--- config.mk ---
export PLATFORM = sky130hd
export DESIGN_NAME = rgb_to_hsv_convert_core
export DESIGN_NICKNAME = d
export VERILOG_FILES = /design/src/rtl/rgb2hsv_pkg.sv /design/src/rtl/rgb_to_hsv_convert_core.sv
export SDC_FILE = /design/constraint.sdc
export NUM_CORES = 1
export LEC_CHECK = 0
export BUFFER_PORTS_ARGS = -buffer_cell sky130_fd_sc_hd__buf_2
export CORE_MARGIN = 2
export CORE_UTILIZATION = 55
export CTS_BUF_LIST = sky130_fd_sc_hd__clkbuf_4
export CTS_CLUSTER_SIZE = 10
export DETAILED_ROUTE_END_ITERATION = 16
export GPL_TIMING_DRIVEN = 1
export HOLD_SLACK_MARGIN = 0.02
export PLACE_DENSITY = 0.74
export SLEW_MARGIN = 20
export SYNTH_ARGS = -nofsm -noshare
export SYNTH_HDL_FRONTEND = slang
export SYNTH_SLANG_ARGS = --single-unit
--- constraint.sdc ---
create_clock -name clk -period 5.1 [get_ports clk]
set_clock_uncertainty 0.2 [all_clocks]
set_input_delay 0.51 -clock clk [delete_from_list [all_inputs] [get_ports clk]]
set_output_delay 0.51 -clock clk [all_outputs]
set_load 0.01 [all_outputs]
--- src/rtl/rgb2hsv_pkg.sv ---
// Package for the RGB to HSV conversion core: widths, hue scaling constants,
// sector codes, the per-item sideband record and the sector offset function. No dependencies.
`timescale 1ns / 1ps

package rgb2hsv_pkg;

  localparam int CHAN_W            = 8;
  localparam int CHAN_MAX          = (1 << CHAN_W) - 1;
  localparam int HUE_FRACTION_BITS = 6;
  localparam int HUE_W             = 15;
  localparam int HUE_UNIT          = 60 << HUE_FRACTION_BITS;
  localparam int HUE_TURN          = 360 << HUE_FRACTION_BITS;
  localparam int HUE_QW            = $clog2(HUE_UNIT + 1);
  localparam int HUE_NUM_W         = $clog2(HUE_UNIT * CHAN_MAX + 1);
  localparam int SAT_QW            = CHAN_W;
  localparam int SAT_NUM_W         = 2 * CHAN_W;
  localparam int DIV_N             = (HUE_QW > SAT_QW) ? HUE_QW : SAT_QW;
  localparam int HUE_CALC_W        = $clog2(HUE_TURN) + 2;

  typedef enum logic [1:0] {
    SEC_RED,
    SEC_GREEN,
    SEC_BLUE
  } sector_t;

  // Values that ride alongside the two dividers.
  typedef struct packed {
    logic [CHAN_W-1:0] value;
    logic [CHAN_W-1:0] delta;
    sector_t           sector;
    logic              neg;
  } side_t;

  // Hue offset of a sector: 0, 120 or 240 degrees in hue units.
  function automatic logic [HUE_CALC_W-1:0] sector_base(input sector_t s);
    logic [HUE_CALC_W-1:0] b;
    unique case (s)
      SEC_RED:   b = '0;
      SEC_GREEN: b = HUE_CALC_W'(2 * HUE_UNIT);
      SEC_BLUE:  b = HUE_CALC_W'(4 * HUE_UNIT);
      default:   b = '0;
    endcase
    return b;
  endfunction

endpackage

--- src/rtl/rgb_to_hsv_convert_core.sv ---
// RGB to HSV conversion core, fully pipelined, one pixel per clock.
// Depends on rgb2hsv_pkg for widths, sector codes and hue constants.
`timescale 1ns / 1ps

// Usage:
//   Input channel: drive red_in, green_in, blue_in and pulse start. A
//   transaction is taken at every rising edge with start high and busy low.
//   busy is tied low: the pipeline accepts a new pixel in every cycle.
//   Output channel: done is high for exactly one cycle with hue_out, sat_out
//   and value_out valid in that cycle. The receiver cannot stall the core,
//   so results must be captured when done is high.
//   Throughput is one transaction per cycle; the depth is set by the
//   one-bit-per-stage restoring divider used for hue (3840*|diff|/delta)
//   and, in parallel, saturation (255*delta/max).
//   Pipeline: stage A finds max, min, sector and channel difference; stage B
//   forms both numerators; DIV_N divider stages each resolve one quotient
//   bit; the output stage applies floor rounding, the sector offset and the
//   wrap of negative hue by a full turn.
//   Reset: rst clears all valid bits; payload registers are not reset, and
//   done stays low until a transaction reaches the end of the pipeline.
//   Grey pixels (max equal to min) yield hue 0 and saturation 0.
module rgb_to_hsv_convert_core (
  input  logic                       clk,
  input  logic                       rst,
  input  logic                       start,
  output logic                       busy,
  input  logic [rgb2hsv_pkg::CHAN_W-1:0] red_in,
  input  logic [rgb2hsv_pkg::CHAN_W-1:0] green_in,
  input  logic [rgb2hsv_pkg::CHAN_W-1:0] blue_in,
  output logic                       done,
  output logic [rgb2hsv_pkg::HUE_W-1:0]  hue_out,
  output logic [rgb2hsv_pkg::CHAN_W-1:0] sat_out,
  output logic [rgb2hsv_pkg::CHAN_W-1:0] value_out
);
  import rgb2hsv_pkg::*;

  // Never hold off the sender.
  assign busy = 1'b0;

  // ---------------- Stage A: max, min, sector, difference ----------------
  logic              a_vld;
  side_t             a_side;
  logic [CHAN_W-1:0] a_adiff;

  side_t             a_side_next;
  logic [CHAN_W-1:0] a_adiff_next;
  logic [CHAN_W-1:0] mx, mn, dp, dn;

  always_comb begin
    mx = red_in;
    mn = red_in;
    if (green_in > mx) mx = green_in;
    if (blue_in > mx)  mx = blue_in;
    if (green_in < mn) mn = green_in;
    if (blue_in < mn)  mn = blue_in;
    // Pick the sector; ties go to red, then green.
    if (red_in >= green_in && red_in >= blue_in) begin
      a_side_next.sector = SEC_RED;
      dp = green_in;
      dn = blue_in;
    end else if (green_in >= blue_in) begin
      a_side_next.sector = SEC_GREEN;
      dp = blue_in;
      dn = red_in;
    end else begin
      a_side_next.sector = SEC_BLUE;
      dp = red_in;
      dn = green_in;
    end
    a_side_next.value = mx;
    a_side_next.delta = mx - mn;
    a_side_next.neg   = (dp < dn);
    a_adiff_next      = (dp < dn) ? (dn - dp) : (dp - dn);
  end

  always_ff @(posedge clk) begin
    if (rst) begin
      a_vld <= 1'b0;
    end else begin
      a_vld <= start && !busy;
    end
  end

  always_ff @(posedge clk) begin
    a_side  <= a_side_next;
    a_adiff <= a_adiff_next;
  end

  // ---------------- Divider pipeline (index 0 loaded by stage B) ---------
  logic                dv_vld   [0:DIV_N];
  side_t               dv_side  [0:DIV_N];
  logic [CHAN_W-1:0]   h_rem    [0:DIV_N];
  logic [HUE_QW-1:0]   h_nq     [0:DIV_N];
  logic [CHAN_W-1:0]   s_rem    [0:DIV_N];
  logic [SAT_QW-1:0]   s_nq     [0:DIV_N];

  logic [CHAN_W-1:0]   h_rem_next [0:DIV_N-1];
  logic [HUE_QW-1:0]   h_nq_next  [0:DIV_N-1];
  logic [CHAN_W-1:0]   s_rem_next [0:DIV_N-1];
  logic [SAT_QW-1:0]   s_nq_next  [0:DIV_N-1];

  logic [HUE_NUM_W-1:0] h_num;
  logic [SAT_NUM_W-1:0] s_num;

  // Stage B: numerators. Quotients fit their widths, so the top bits
  // seed the partial remainder directly.
  assign h_num = HUE_NUM_W'(HUE_UNIT * a_adiff);
  assign s_num = SAT_NUM_W'(CHAN_MAX * a_side.delta);

  // One restoring step per stage: shift in the next numerator bit, subtract
  // the divisor when it fits, shift the quotient bit into the low end.
  always_comb begin
    logic [CHAN_W:0] trial;
    logic            ge;
    for (int k = 0; k < DIV_N; k++) begin
      if (k < HUE_QW) begin
        trial = {h_rem[k], h_nq[k][HUE_QW-1]};
        ge    = (trial >= {1'b0, dv_side[k].delta});
        h_rem_next[k] = ge ? CHAN_W'(trial - {1'b0, dv_side[k].delta})
                           : trial[CHAN_W-1:0];
        h_nq_next[k]  = {h_nq[k][HUE_QW-2:0], ge};
      end else begin
        h_rem_next[k] = h_rem[k];
        h_nq_next[k]  = h_nq[k];
      end
      if (k < SAT_QW) begin
        trial = {s_rem[k], s_nq[k][SAT_QW-1]};
        ge    = (trial >= {1'b0, dv_side[k].value});
        s_rem_next[k] = ge ? CHAN_W'(trial - {1'b0, dv_side[k].value})
                           : trial[CHAN_W-1:0];
        s_nq_next[k]  = {s_nq[k][SAT_QW-2:0], ge};
      end else begin
        s_rem_next[k] = s_rem[k];
        s_nq_next[k]  = s_nq[k];
      end
    end
  end

  // Load stage B into index 0 and advance the divider stages.
  always_ff @(posedge clk) begin
    if (rst) begin
      for (int k = 0; k <= DIV_N; k++) dv_vld[k] <= 1'b0;
    end else begin
      dv_vld[0] <= a_vld;
      for (int k = 1; k <= DIV_N; k++) dv_vld[k] <= dv_vld[k-1];
    end
  end

  always_ff @(posedge clk) begin
    dv_side[0] <= a_side;
    h_rem[0]   <= CHAN_W'(h_num[HUE_NUM_W-1:HUE_QW]);
    h_nq[0]    <= h_num[HUE_QW-1:0];
    s_rem[0]   <= s_num[SAT_NUM_W-1:SAT_QW];
    s_nq[0]    <= s_num[SAT_QW-1:0];
    for (int k = 1; k <= DIV_N; k++) begin
      dv_side[k] <= dv_side[k-1];
      h_rem[k]   <= h_rem_next[k-1];
      h_nq[k]    <= h_nq_next[k-1];
      s_rem[k]   <= s_rem_next[k-1];
      s_nq[k]    <= s_nq_next[k-1];
    end
  end

  // ---------------- Output stage: rounding, offset, wrap -----------------
  side_t                        f_side;
  logic signed [HUE_CALC_W-1:0] f_q;
  logic signed [HUE_CALC_W-1:0] f_frac;
  logic signed [HUE_CALC_W-1:0] f_hue;
  logic [HUE_W-1:0]             hue_next;
  logic [CHAN_W-1:0]            sat_next;

  always_comb begin
    f_side = dv_side[DIV_N];
    f_q    = HUE_CALC_W'(h_nq[DIV_N]);
    // Floor of a negative fraction: negate and step down on any remainder.
    if (f_side.neg) begin
      f_frac = -(f_q + HUE_CALC_W'(h_rem[DIV_N] != '0));
    end else begin
      f_frac = f_q;
    end
    f_hue = $signed(sector_base(f_side.sector)) + f_frac;
    if (f_hue < 0) begin
      f_hue = f_hue + HUE_CALC_W'(HUE_TURN);
    end
    if (f_side.delta == '0) begin
      hue_next = '0;
      sat_next = '0;
    end else begin
      hue_next = f_hue[HUE_W-1:0];
      sat_next = s_nq[DIV_N];
    end
  end

  always_ff @(posedge clk) begin
    if (rst) begin
      done <= 1'b0;
    end else begin
      done <= dv_vld[DIV_N];
    end
  end

  always_ff @(posedge clk) begin
    hue_out   <= hue_next;
    sat_out   <= sat_next;
    value_out <= f_side.value;
  end

endmodule

; ---- Yosys cells after proc, flatten, opt, wreduce, memory -nomap -nowiden
; Memory sizes are Yosys's and may differ from the RTL's. A register that Yosys moved wholly into a read port is not among the register bits.
; Index checks and enable logic that the tools add are counted.
[op_classes]
add_sub_neg = 27
multipliers = 2
magnitude_cmp = 29
n_eq_ne = 2
mux = 49
bitwise = 13
n_reduce_logical = 3
[op_table]
columns = cell, n
row1 = two-way mux 8 bit, 29
row2 = subtractor 8 bit, 23
row3 = >= comparator 9 x 8 -> 1 bit, 20
row4 = one-hot mux 14 bit (2 select lines), 1
row5 = >= comparator 8 bit, 3
row6 = < comparator 8 bit, 3
row7 = adder 15 x 17 -> 17 bit, 1
row8 = < comparator 17 x 1 -> 1 bit (second input constant), 1
row9 = two-way mux 17 bit, 1
row10 = negator 17 bit, 1
row11 = > comparator 8 bit, 2
row12 = multiplier 8 x 8 -> 16 bit (first input constant), 1
row13 = two-way mux 1 bit, 16
row14 = adder 15 bit (second input constant), 1
row15 = two-way mux 15 bit, 1
row16 = adder 12 x 1 -> 13 bit, 1
row17 = OR 1 bit, 13
row18 = multiplier 4 x 8 -> 12 bit (first input constant), 1
row19 = logical NOT 8 bit, 1
row20 = nonzero test 8 bit, 1
row21 = equality test 2 x 1 -> 1 bit (second input constant), 1
row22 = equality test 2 bit (second input constant), 1
row23 = two-way mux 2 bit, 1
row24 = logical AND 1 bit, 1
[word_totals]
regBits = 51
ramBits = 728
inputBits = 27
out_inout_bits = 33
elab_cells = 139
memories = 6
[mem_list]
columns = memory, words, width, read_ports, rd_ports_with_merged_regs, wr, line_no
row1 = dv_side, 13, 19, 13, 0, 13, rgb_to_hsv_convert_core.sv:91  ; side_t dv_side [0:DIV_N];
row2 = h_nq, 13, 12, 13, 0, 13, rgb_to_hsv_convert_core.sv:93  ; logic [HUE_QW-1:0] h_nq [0:DIV_N];
row3 = h_rem, 13, 8, 13, 0, 13, rgb_to_hsv_convert_core.sv:92  ; logic [CHAN_W-1:0] h_rem [0:DIV_N];
row4 = s_nq, 13, 8, 13, 1, 13, rgb_to_hsv_convert_core.sv:95  ; logic [SAT_QW-1:0] s_nq [0:DIV_N];
row5 = s_rem, 13, 8, 12, 0, 13, rgb_to_hsv_convert_core.sv:94  ; logic [CHAN_W-1:0] s_rem [0:DIV_N];
row6 = dv_vld, 13, 1, 13, 1, 13, rgb_to_hsv_convert_core.sv:90  ; logic dv_vld [0:DIV_N];

; ---- Longest topological paths before layout
; An unclocked memory read counts as a cell.
[logic_depth]
depth_word = 8
mapped_depth = 26
mapped_depth_nobuf = 23

; ---- Worst setup path before layout
; OpenSTA, ideal clock, no wires.
[synth_timing]
path_kind = input to register
startpoint = in green_in[1] (netlist bit)
endpoint = reg a_side[10] (netlist bit)
setup_ns = 0.095
t_arrival_ns = 4.930
required_time_ns = 4.805
path_slack_ns = -0.126
stages = 25
path_buffers = 3
cell_sequence = inv_1 ha_1 nor2b_4 o31ai_2 a21oi_2 or2_1 buf_6 and2_1 buf_4 mux2i_2 ha_1 a21o_1 a21o_1 a21oi_1 o21ai_0 a21oi_1 buf_2 mux2_1 ha_1 nor2b_1 o21ai_0 a21oi_1 o21a_1 o32a_1 o311ai_1
[synth_rtl]
columns = item, line_no
row1 = from (decl), rgb_to_hsv_convert_core.sv:28  ; input logic [rgb2hsv_pkg::CHAN_W-1:0] green_in,
row2 = to (signal assigned), rgb_to_hsv_convert_core.sv:85  ; a_side <= a_side_next;
row3 = to (decl), rgb_to_hsv_convert_core.sv:42  ; side_t a_side;

==> flow_summary.ini <==
[route]
vias = 18800
ant_nets = 0
drtPass1Iterations = 7
initialDrtViolationCount = 659
vias_per_cell = 5.07
wl_per_cell_um = 13.7
drc = 0
finalWirelength_mm = 50.9

[logic_synthesis]
synth_top_cell_by_area = dfxtp_1
synth-main-ff-cell = dfxtp_1
synthArstFlopShare_pct = 0
synth_cells = 2611
yosysMostFrequentCell = dfxtp_1
syn_nets = 2992
synth-seq-area-share_pct = 47.4
synth_cell_types = 81
synthTopCellsByCount = dfxtp_1 (672), inv_1 (325), ha_1 (294)
synth_area_um2 = 28400
synth-edff-count = 0
synth_top_cell_area_share_pct = 47.4
ys_top_cells_by_area = dfxtp_1 (47%), ha_1 (13%), inv_1 (4.3%), fa_1 (4.2%), mux2_2 (4.2%)
syn_avg_cell_area_um2 = 10.9
synth-seq-cells = 672
yosys_warnings = 0

[hold_path]
worstHoldStart = h_nq[1][13]
holdPathEnd = h_nq[1][26]
hold_depth = 0
hold_path.class = reg2reg

[place]
place.gp.congestion = 0.889
io_buffers = 58
dp_slack_ns = -0.154
dp.cells = 3405
hpwl_mm = 39.2

[global_routing]
antenna_found_initial = 3
grt_pass1_wl_mm = 87.3
grt_usage_pct = 19.8
grt_pass1_vias = 19900
grt_overflow = 0
grt_max_degree = 23

[floorplan]
die_h_um = 231
core-area_um2 = 51200
io_pins = 60
num_rows = 83
die_w_um = 231
die_area_um2 = 53400
start_util_pct = 55.4

[setup_path]
cp_slowest_cell = dlygate4sd3_1
rr_worst_depth = 11
r2r-end = s_rem[0][6]
cp-start-kind = input port
criticalPathCategory = in2reg
reg2reg_from = a_side[10]
worstSetupEndpointType = flop
cp.required_ns = 5.74
max_stage_delay_ns = 0.53
path_max_fanout = 8
reg2reg_slack_ns = 0.32
crit_arrival_ns = 5.47

[cts]
cts_tree = yes
clk_latency_ns = 0.95
cts_sinks = 672
clkTransAtPathRegs_ns = 0.06
cts_max_level = 4
clk_path_buf_depth = 3
cts_inserted_buffers = 165
cts_root_buffer = clkbuf_4
postCtsSetupRepairBufs = 0

[sta]
final_hold_viol_count = 0
rsz0062_at_grt = no
period_needed_ns = 4.83
fin_crit_sh_pct = 94.7
setup_viol = 0
max_freq_mhz = 207
worstMarginPinSlew_ns = 0.823
slew_viol_final = 0
slew_headroom_pct = 44.9
setup_ws_ns = 0.268
fin_tns_setup_ns = 0

[job]
cap_viol_max_count = 0

[finish]
instances_no_fill = 3701
drive_above_1_share_pct = 18.0
fin_nets = 3293
syn_to_final_growth_pct = 13.3

[outcome]
outcome = finished, final reports clean
## cells in the final DEF (no fill, tap or decap), drive strengths merged, types with 4 or more instances in the layout
cell           n
dlygate4sd3   20
and2          17
xor2          28
o21bai        16
a21oi        101
mux2i         86
or2           18
nor2         156
clkbuf       221
clkinv        42
inv          345
nor2b         71
a21o          49
o31ai          8
o311a          5
or3           14
o41ai          6
nor3b          5
a21boi        35
o21ai        140
nand2b        33
mux2         127
fa            60
nor4b          8
o211ai         5
nor3          11
nand2         48
a211oi        21
ha           294
buf          132
and4           4
o311ai         6
or4            6
nand3         16
nor4           7
dfxtp        672
o21a          28
and3           5
nand4         40
xnor2         77
## final cells by class
type                            instances  area (um2)
Fill cell                            4077       19000
Multi-Input combinational cell       1581       13500
Sequential cell                       672       13500
Clock buffer                          221        1660
Inverter                              340        1280
Timing Repair Buffer                  152        1070
Tap cell                              680         851
Clock inverter                         52         320
Antenna cell                            3        7.51
## state kept, by name, indices dropped and copies added, names as in the netlist, 13 cells and up
signal	cells
a_side	19
dv_side	247
dv_vld	13
h_nq	88
h_rem	104
hue_out	15
s_nq	96
s_rem	64
## metrics by stage
step	hold slack, ns	cell area, um2	utilization, %
final	0.0965	32200	62.8
after CTS	0.0376	32200	62.8
after global routing	0.0903	32200	62.8
after global placement	0.110	30000	58.5
after detailed placement	0.112	30000	58.5
after floorplan	0.110	28400	-
## worst max-delay path, delay by kind of cell
family	cells	cell delay [ns]
buffers and inverters	4	0.92
muxes	2	0.59
AOI/OAI and AO/OA	12	1.80
adders and majority gates	3	0.80
and+or+nand+nor	5	0.86
## how the worst max path moves through the flow
| stage | start | endpoint |
|---|---|---|
| 3_5_place_dp | green_in[5] | a_side[10] |
| 6_report | green_in[1] | a_side[10] |
| 5_1_grt | a_side[10] | s_rem[0][6] |
| 2_1_floorplan | green_in[5] | a_side[10] |
| 4_1_cts | a_side[10] | s_rem[0][6] |
| 3_3_place_gp | green_in[5] | a_side[10] |
## cells by family after synthesis
group,synth area share (%)
xor+xnor,3.24
simple gates,8.45
other cells,0.0132
fa+ha+maj,17.2
buf+inv,5.01
flops,47.4
compound gates,10.5
mux,8.19
## metal layers
layer | global-route usage (%) | routed length, um
met5 | 0 | 0
met4 | 9.50 | 1510
met1 | 20.8 | 20800
met2 | 37.2 | 26900
met3 | 4.50 | 1710
## timing repair
action	in CTS	in global routing
setup endpoints to repair	0	1
gates resized for setup	0	2
hold buffers	20	0
hold endpoints to repair	28	0
Power is left out: the tool's default activity adds up to more than one toggle a clock period on the data nets, which glitch-free logic cannot reach.
